[config.mk]
export PLATFORM = sky130hd
export DESIGN_NAME = agov_queue
export DESIGN_NICKNAME = d
export VERILOG_FILES = /design/src/sv/agov_pkg.sv /design/src/sv/agov_queue.sv
export SDC_FILE = /design/constraint.sdc
export NUM_CORES = 1
export LEC_CHECK = 0
export BUFFER_PORTS_ARGS = -buffer_cell sky130_fd_sc_hd__buf_2
export CAP_MARGIN = 15
export CORE_ASPECT_RATIO = 1.2
export CORE_UTILIZATION = 54
export CTS_BUF_LIST = sky130_fd_sc_hd__clkbuf_4 sky130_fd_sc_hd__clkbuf_8
export DETAILED_ROUTE_END_ITERATION = 8
export PLACE_DENSITY_LB_ADDON = 0.15
export SETUP_SLACK_MARGIN = 0.3
export SLEW_MARGIN = 10
export SYNTH_ARGS = -nofsm -noshare
export SYNTH_HDL_FRONTEND = slang
export SYNTH_SLANG_ARGS = --single-unit
[constraint.sdc]
create_clock -name i_clk -period 5.7 [get_ports i_clk]
set_input_delay 0.57 -clock i_clk [delete_from_list [all_inputs] [get_ports i_clk]]
set_output_delay 0.57 -clock i_clk [all_outputs]
set_load 0.02 [all_outputs]
[src/sv/agov_pkg.sv]
// Shared types, constants and helper functions of the bitrate governor.
package agov_pkg;

    localparam int NUM_SESSIONS = 8;
    localparam int SES_W        = 3;
    localparam int RATE_W       = 20;
    localparam int DROP_W       = 32;
    localparam int PCT_W        = 7;
    localparam int LIMIT_W      = 16;
    localparam int STEP_W       = 16;
    localparam int COUNT_W      = 8;
    localparam int HEALTH_W     = 2;
    localparam int CFG_IDX_W    = 3;
    localparam int CFG_DATA_W   = 16;
    localparam int PROD_W       = RATE_W + PCT_W;

    localparam logic [PCT_W-1:0]   PCT_MAX   = 7'd100;
    localparam logic [COUNT_W-1:0] COUNT_MAX = 8'hFF;

    // Reset values of the configuration registers.
    localparam logic [LIMIT_W-1:0] RST_DROP_LIMIT = 16'd5;
    localparam logic [PCT_W-1:0]   RST_CUT_PCT    = 7'd20;
    localparam logic [PCT_W-1:0]   RST_FLOOR_PCT  = 7'd40;
    localparam logic [STEP_W-1:0]  RST_STEP_UP    = 16'd300;
    localparam logic [COUNT_W-1:0] RST_COOLDOWN   = 8'd5;

    // Division by 100 through a reciprocal: exact for every dividend below 2^30.
    localparam int                DIV100_SHIFT = 33;
    localparam logic [PROD_W-1:0] DIV100_MAG   = 27'd85899346;

    // Queue between front and back.
    localparam int QDEPTH = 2;
    localparam int QPTR_W = 1;
    localparam int QCNT_W = 2;

    localparam logic [HEALTH_W-1:0] HEALTH_OK        = 2'd0;
    localparam logic [HEALTH_W-1:0] HEALTH_CONGESTED = 2'd2;

    typedef enum logic [1:0] {
        ACT_NONE = 2'd0,
        ACT_DOWN = 2'd1,
        ACT_UP   = 2'd2
    } t_action;

    typedef enum logic [CFG_IDX_W-1:0] {
        CFG_DROP_LIMIT = 3'd0,
        CFG_CUT_PCT    = 3'd1,
        CFG_FLOOR_PCT  = 3'd2,
        CFG_STEP_UP    = 3'd3,
        CFG_COOLDOWN   = 3'd4
    } t_cfg_idx;

    typedef enum logic {
        BK_IDLE = 1'b0,
        BK_EXEC = 1'b1
    } t_back_state;

    typedef struct packed {
        logic [LIMIT_W-1:0] drop_burst_limit;
        logic [PCT_W-1:0]   cut_percent;
        logic [PCT_W-1:0]   floor_percent;
        logic [STEP_W-1:0]  step_up_kbps;
        logic [COUNT_W-1:0] cooldown_ticks;
    } t_cfg;

    // A classified tick as it waits in the queue.
    typedef struct packed {
        logic [SES_W-1:0]  session_index;
        logic              out_of_range;
        logic              active;
        logic              congested;
        logic              healthy;
        logic [DROP_W-1:0] dropped_total;
        logic [RATE_W-1:0] profile_kbps;
        logic [RATE_W-1:0] floor_rate;
    } t_tick;

    function automatic logic [PCT_W-1:0] pct_sat(input logic [PCT_W-1:0] p);
        return (p > PCT_MAX) ? PCT_MAX : p;
    endfunction

    function automatic logic [RATE_W-1:0] div100(input logic [PROD_W-1:0] x);
        logic [2*PROD_W-1:0] p;
        p = {{PROD_W{1'b0}}, x} * {{PROD_W{1'b0}}, DIV100_MAG};
        return p[DIV100_SHIFT+RATE_W-1:DIV100_SHIFT];
    endfunction

endpackage

[src/sv/agov_queue.sv]
// Two-entry queue of classified ticks between front and back.
module agov_queue (
    input  logic            i_clk,
    input  logic            i_rst_n,
    input  logic            i_push,
    input  agov_pkg::t_tick i_push_data,
    output logic            o_full,
    output logic            o_valid,
    output agov_pkg::t_tick o_head,
    input  logic            i_pop
);
    import agov_pkg::*;

    t_tick              r_mem [QDEPTH];
    logic [QPTR_W-1:0]  r_wr_ptr;
    logic [QPTR_W-1:0]  r_rd_ptr;
    logic [QCNT_W-1:0]  r_count;

    assign o_full  = r_count == QCNT_W'(QDEPTH);
    assign o_valid = r_count != '0;
    assign o_head  = r_mem[r_rd_ptr];

    always_ff @(posedge i_clk) begin
        if (!i_rst_n) begin
            r_wr_ptr <= '0;
            r_rd_ptr <= '0;
            r_count  <= '0;
        end else begin
            if (i_push) begin
                r_wr_ptr <= r_wr_ptr + QPTR_W'(1);
            end
            if (i_pop) begin
                r_rd_ptr <= r_rd_ptr + QPTR_W'(1);
            end
            if (i_push && !i_pop) begin
                r_count <= r_count + QCNT_W'(1);
            end else if (i_pop && !i_push) begin
                r_count <= r_count - QCNT_W'(1);
            end
        end
    end

    always_ff @(posedge i_clk) begin
        if (i_push) begin
            r_mem[r_wr_ptr] <= i_push_data;
        end
    end

    a_no_overflow: assert property (@(posedge i_clk) disable iff (!i_rst_n)
        o_full |-> !i_push || i_pop)
        else $error("push into a full queue");

    a_no_underflow: assert property (@(posedge i_clk) disable iff (!i_rst_n)
        i_pop |-> o_valid)
        else $error("pop from an empty queue");

endmodule

== After elaboration in Yosys (flattened, before gate mapping) ==
Memory sizes are Yosys's and may differ from the RTL's. A register that Yosys moved wholly into a read port is not among the register bits.
Index checks and enable logic that the tools add are counted.
Widths: inputs -> output; s select.
Storage, ports and cells
  register bits after elaboration: 4
  RAM bits: 158
  bits of input ports: 83
  output and inout port bits: 81
  word-level logic and storage cells: 21
  memories kept: 1
Cells by class
  add/subtract/negate cells: 4
  equality and inequality tests: 1
  muxes and demuxes: 6
  reductions and logical operators: 6
Memories
  r_mem: depth 2, width 79, rd ports 1, clocked after memory_dff 1, write ports 1, line agov_queue.sv:14  | t_tick r_mem [QDEPTH];
Operators by type and width (count)
  $mux 1: 4
  $mux 2: 2
  $reduce_bool 2->1: 2
  $add 1x1->1 const B: 2
  $add 2x1->2 const B: 1
  $eq 2x2->1 const B: 1
  $logic_and 1x1->1: 2
  $logic_not 1->1: 2
  $sub 2x1->2 const B: 1

== Depth between registers and ports, before layout ==
  word-level depth: 4
  gate-level depth with buffers: 5
  gate-level depth less buffers: 5

== Worst setup path after synthesis ==
No wires, ideal clock.
  path type: in2reg
  start: input i_push
  end: memory r_mem[0][0] (netlist name), enable pin
  setup time: 527 ps
  data arrival time: 4056 ps
  data required time: 5173 ps
  setup slack: 1117 ps
  cell stages on the path: 1
  path buffers: 0
  cells stage by stage: nor2b_1
On the way
  cells in the longest elaborated chain, start to end: 2
RTL lines
  start: declaration: line agov_queue.sv:5  | input logic i_push,
  $mux 1: line agov_queue.sv:44  | if (i_push) begin
  $mux 1 (not written as such): line agov_queue.sv:45  | r_mem[r_wr_ptr] <= i_push_data;
  end: declaration: line agov_queue.sv:14
No other way between the ends.

==> flow_summary_export.csv <==
group,metric,value,unit
cts,clock-sinks,163,
global_route,antenna_found_initial,0,
power_and_ir_drop,ir_drop,0.000235,V
synth,ys_seq_elements,163,
finish,final_nets,527,
setup_path,r2r-end,"r_mem[0][25]",
cts,clockBufferDepth,2,
setup_path,crit_arrival,2140,ps
finish,syn2layout_area_growth,22.8,%
placed_design,place.gp.congestion,0.679,
sta,worst_pin_slew,1100,ps
finish,fin_cells,585,
synth,synthTopCellsByArea,"edfxtp_1 (80%), mux2_2 (13%), mux2_4 (2.5%), dfxtp_1 (1.7%), buf_6 (0.57%)",
finish,multiInputGateArea,1050,sq um
synth,synth_top_area_share,79.7,%
global_route,grt_max_degree,80,
setup_path,crit_slowest_cell,"dfxtp_4",
placed_design,dp_slack,2990,ps
finish,final_util,68.9,%
status,violations,"design-rule violations",
placed_design,dp.cells,552,
setup_path,end_kind,"primary output",
global_route,grt-ovfl-total,0,
setup_path,r2r-start,"r_wr_ptr",
route,drtPass1Iterations,7,
route,ant_nets,0,
route,wire_per_inst,16.2,um
finish,fillers,722,
placed_design,dpl.hpwl,5950,um
global_route,grt_pass1_wl,14100,um
sta,tns,0,ps
sta,hold_viol,0,
sta,rsz0062_at_grt,"no",
floorplan,coreArea,10600,sq um
finish,seq_area,4850,sq um
setup_path,cpPeakStageDelay,1090,ps
global_route,use_met2,26.0,%
floorplan,io-pin-count,164,
worst_hold_path,hold_start,"i_push_data[4]",
setup_path,crit_chain,"mux2_2 -> buf_2",
global_route,grt_usage,16.9,%
finish,mostFrequentLayoutCells,"buf_2 (163), edfxtp_1 (158), mux2_2 (69), clkbuf_8 (17), mux2_4 (10)",
power_and_ir_drop,p_total,2.54,mW
floorplan,initial_core_util,56.1,%
synth,syn_nets,352,
worst_hold_path,min_path_type,"in2reg",
worst_hold_path,hold_path_depth,1,
finish,final_common_cell,"buf_2",
sta,setup_viol,0,
global_route,met1_usage,21.0,%
sta,final.setup_skew,8.18,ps
sta,drv_slew,0,
floorplan,die_area,11500,sq um
sta,max_freq,0.369,GHz
setup_path,critical_path_class,"reg2out",
cts,clkTransAtPathRegs,80,ps
setup_path,worstRegToRegCells,3,
global_route,grt_pass1_vias,2840,
setup_path,crit_required,5130,ps
cts,cts_tree,"done",
setup_path,critPathTopFamily,"flip-flops",
cts,cts_hold_buf,0,
setup_path,cp_max_fo,79,
synth,netlist_area,5950,sq um
floorplan,die_width,97.9,um
setup_path,critPathLaunchType,"flip-flop",
synth,synth_top_cell_by_area,"edfxtp_1",
sta,period_minus_slack,2710,ps
status,outcome,"complete, but fails checks",
worst_hold_path,whs_endpoint,"r_mem[0][4]",
floorplan,rows,41,
setup_path,worstPathBufferInverterCount,1,
cts,postCtsSetupBuffers,0,
route,drc,26,
synth,syn_inst,268,
synth,yosys_warnings,0,
synth,yosysSeqAreaShare,81.4,%
cts,clockRootBuffer,"clkbuf_8",
global_route,use_met3,7.66,%
power_and_ir_drop,powerDensity,348,nW/um^2
synth,syn_avg_cell_area,22.2,sq um
placed_design,placed_area,6890,sq um
sta,fin_ws,2990,ps
run,cap_violations,0,
route,vias,2980,
route,drt_iter0_markers,200,
finish,drive_above_1_share,60.7,%
cts,insertion_delay,430,ps
cts,cts_resized,0,
floorplan,fp.dieH,117,um
sta,hold_ws,326,ps
route,drt-vias-per-instance,5.09,
finish,antenna_cells,0,
sta,relSlewSlack,26.4,%
global_route,busiest_layer,"met2",
power_and_ir_drop,p_leak,2.78,nW
placed_design,portBuffers,163,
synth,yosysUniqueCellTypes,17,
cts,htree_levels,4,
sta,period_share,47.5,%
finish,final_area,7310,sq um
setup_path,r2r_setup_slack,3860,ps
route,routed_wl,9510,um
cts,cts_made_buffers,17,
Yosys cell counts (all sizes together):
library cell / instances
or2: 1
and2: 4
a21boi: 1
inv: 1
or3: 1
o21ai: 1
xnor2: 1
edfxtp: 158
nor2b: 3
dfxtp: 5
ha: 1
mux2: 79
buf: 9
o21a: 1
xor2: 2
routing by layer:
metal  share of wire [%]  wire length (um)  up-vias
met3                 7.8               738       12
met2                  51              4840      108
met4                 1.4               136        0
met1                  40              3790     1453
li1                    -                 -     1407
met5                   0                 0        -
layout make-up:
class,count,area share [%]
clock buffer,18,3.30
timing repair buffer,165,11.5
inverter,1,0.0513
multi-input combinational,95,14.4
tap,129,2.21
sequential,163,66.3
clock inverter,14,2.21
cell families after synthesis:
kind of cell | synth area share, %
AO/OA/AOI/OAI | 0.336
flip-flops | 81.4
AND/OR/NAND/NOR | 0.946
adder cells (fa/ha/maj) | 0.210
multiplexers | 15.6
buffers and inverters | 1.13
XOR/XNOR | 0.441
worst register-to-register path, cell delays in order (launching register included):
cell and delay [ps]:
dfxtp_1 350, nor2b_4 340, buf_12 270, buf_4 500
worst max path at each step:
stage / startpoint / to / slack (ps) / depth (start not counted)
6_report: flip-flop / o_head[78] / 2990 / 2
5_1_grt: flip-flop / o_head[32] / 2830 / 2
4_1_cts: flip-flop / o_head[3] / 2920 / 2
2_1_floorplan: i_push / r_mem[0][0] / 1120 / 1
3_3_place_gp: i_push / r_mem[0][72] / 3030 / 3
3_5_place_dp: i_push / r_mem[0][71] / 2990 / 3
flip-flops by register name, indices dropped and copies added, names as in the netlist, named ones only:
name	count
r_mem	158
r_count	2
r_rd_ptr	1
r_wr_ptr	1
power by group:
| part | leakage (nW) | switching (mW) | internal [mW] |
|---|---|---|---|
| sequential | 1.53 | 0.0369 | 1.38 |
| clock | 0.199 | 0.396 | 0.436 |
| combinational | 1.05 | 0.159 | 0.133 |
| total | 2.78 | 0.592 | 1.95 |
No activity file was read; power rests on OpenSTA's default activity.
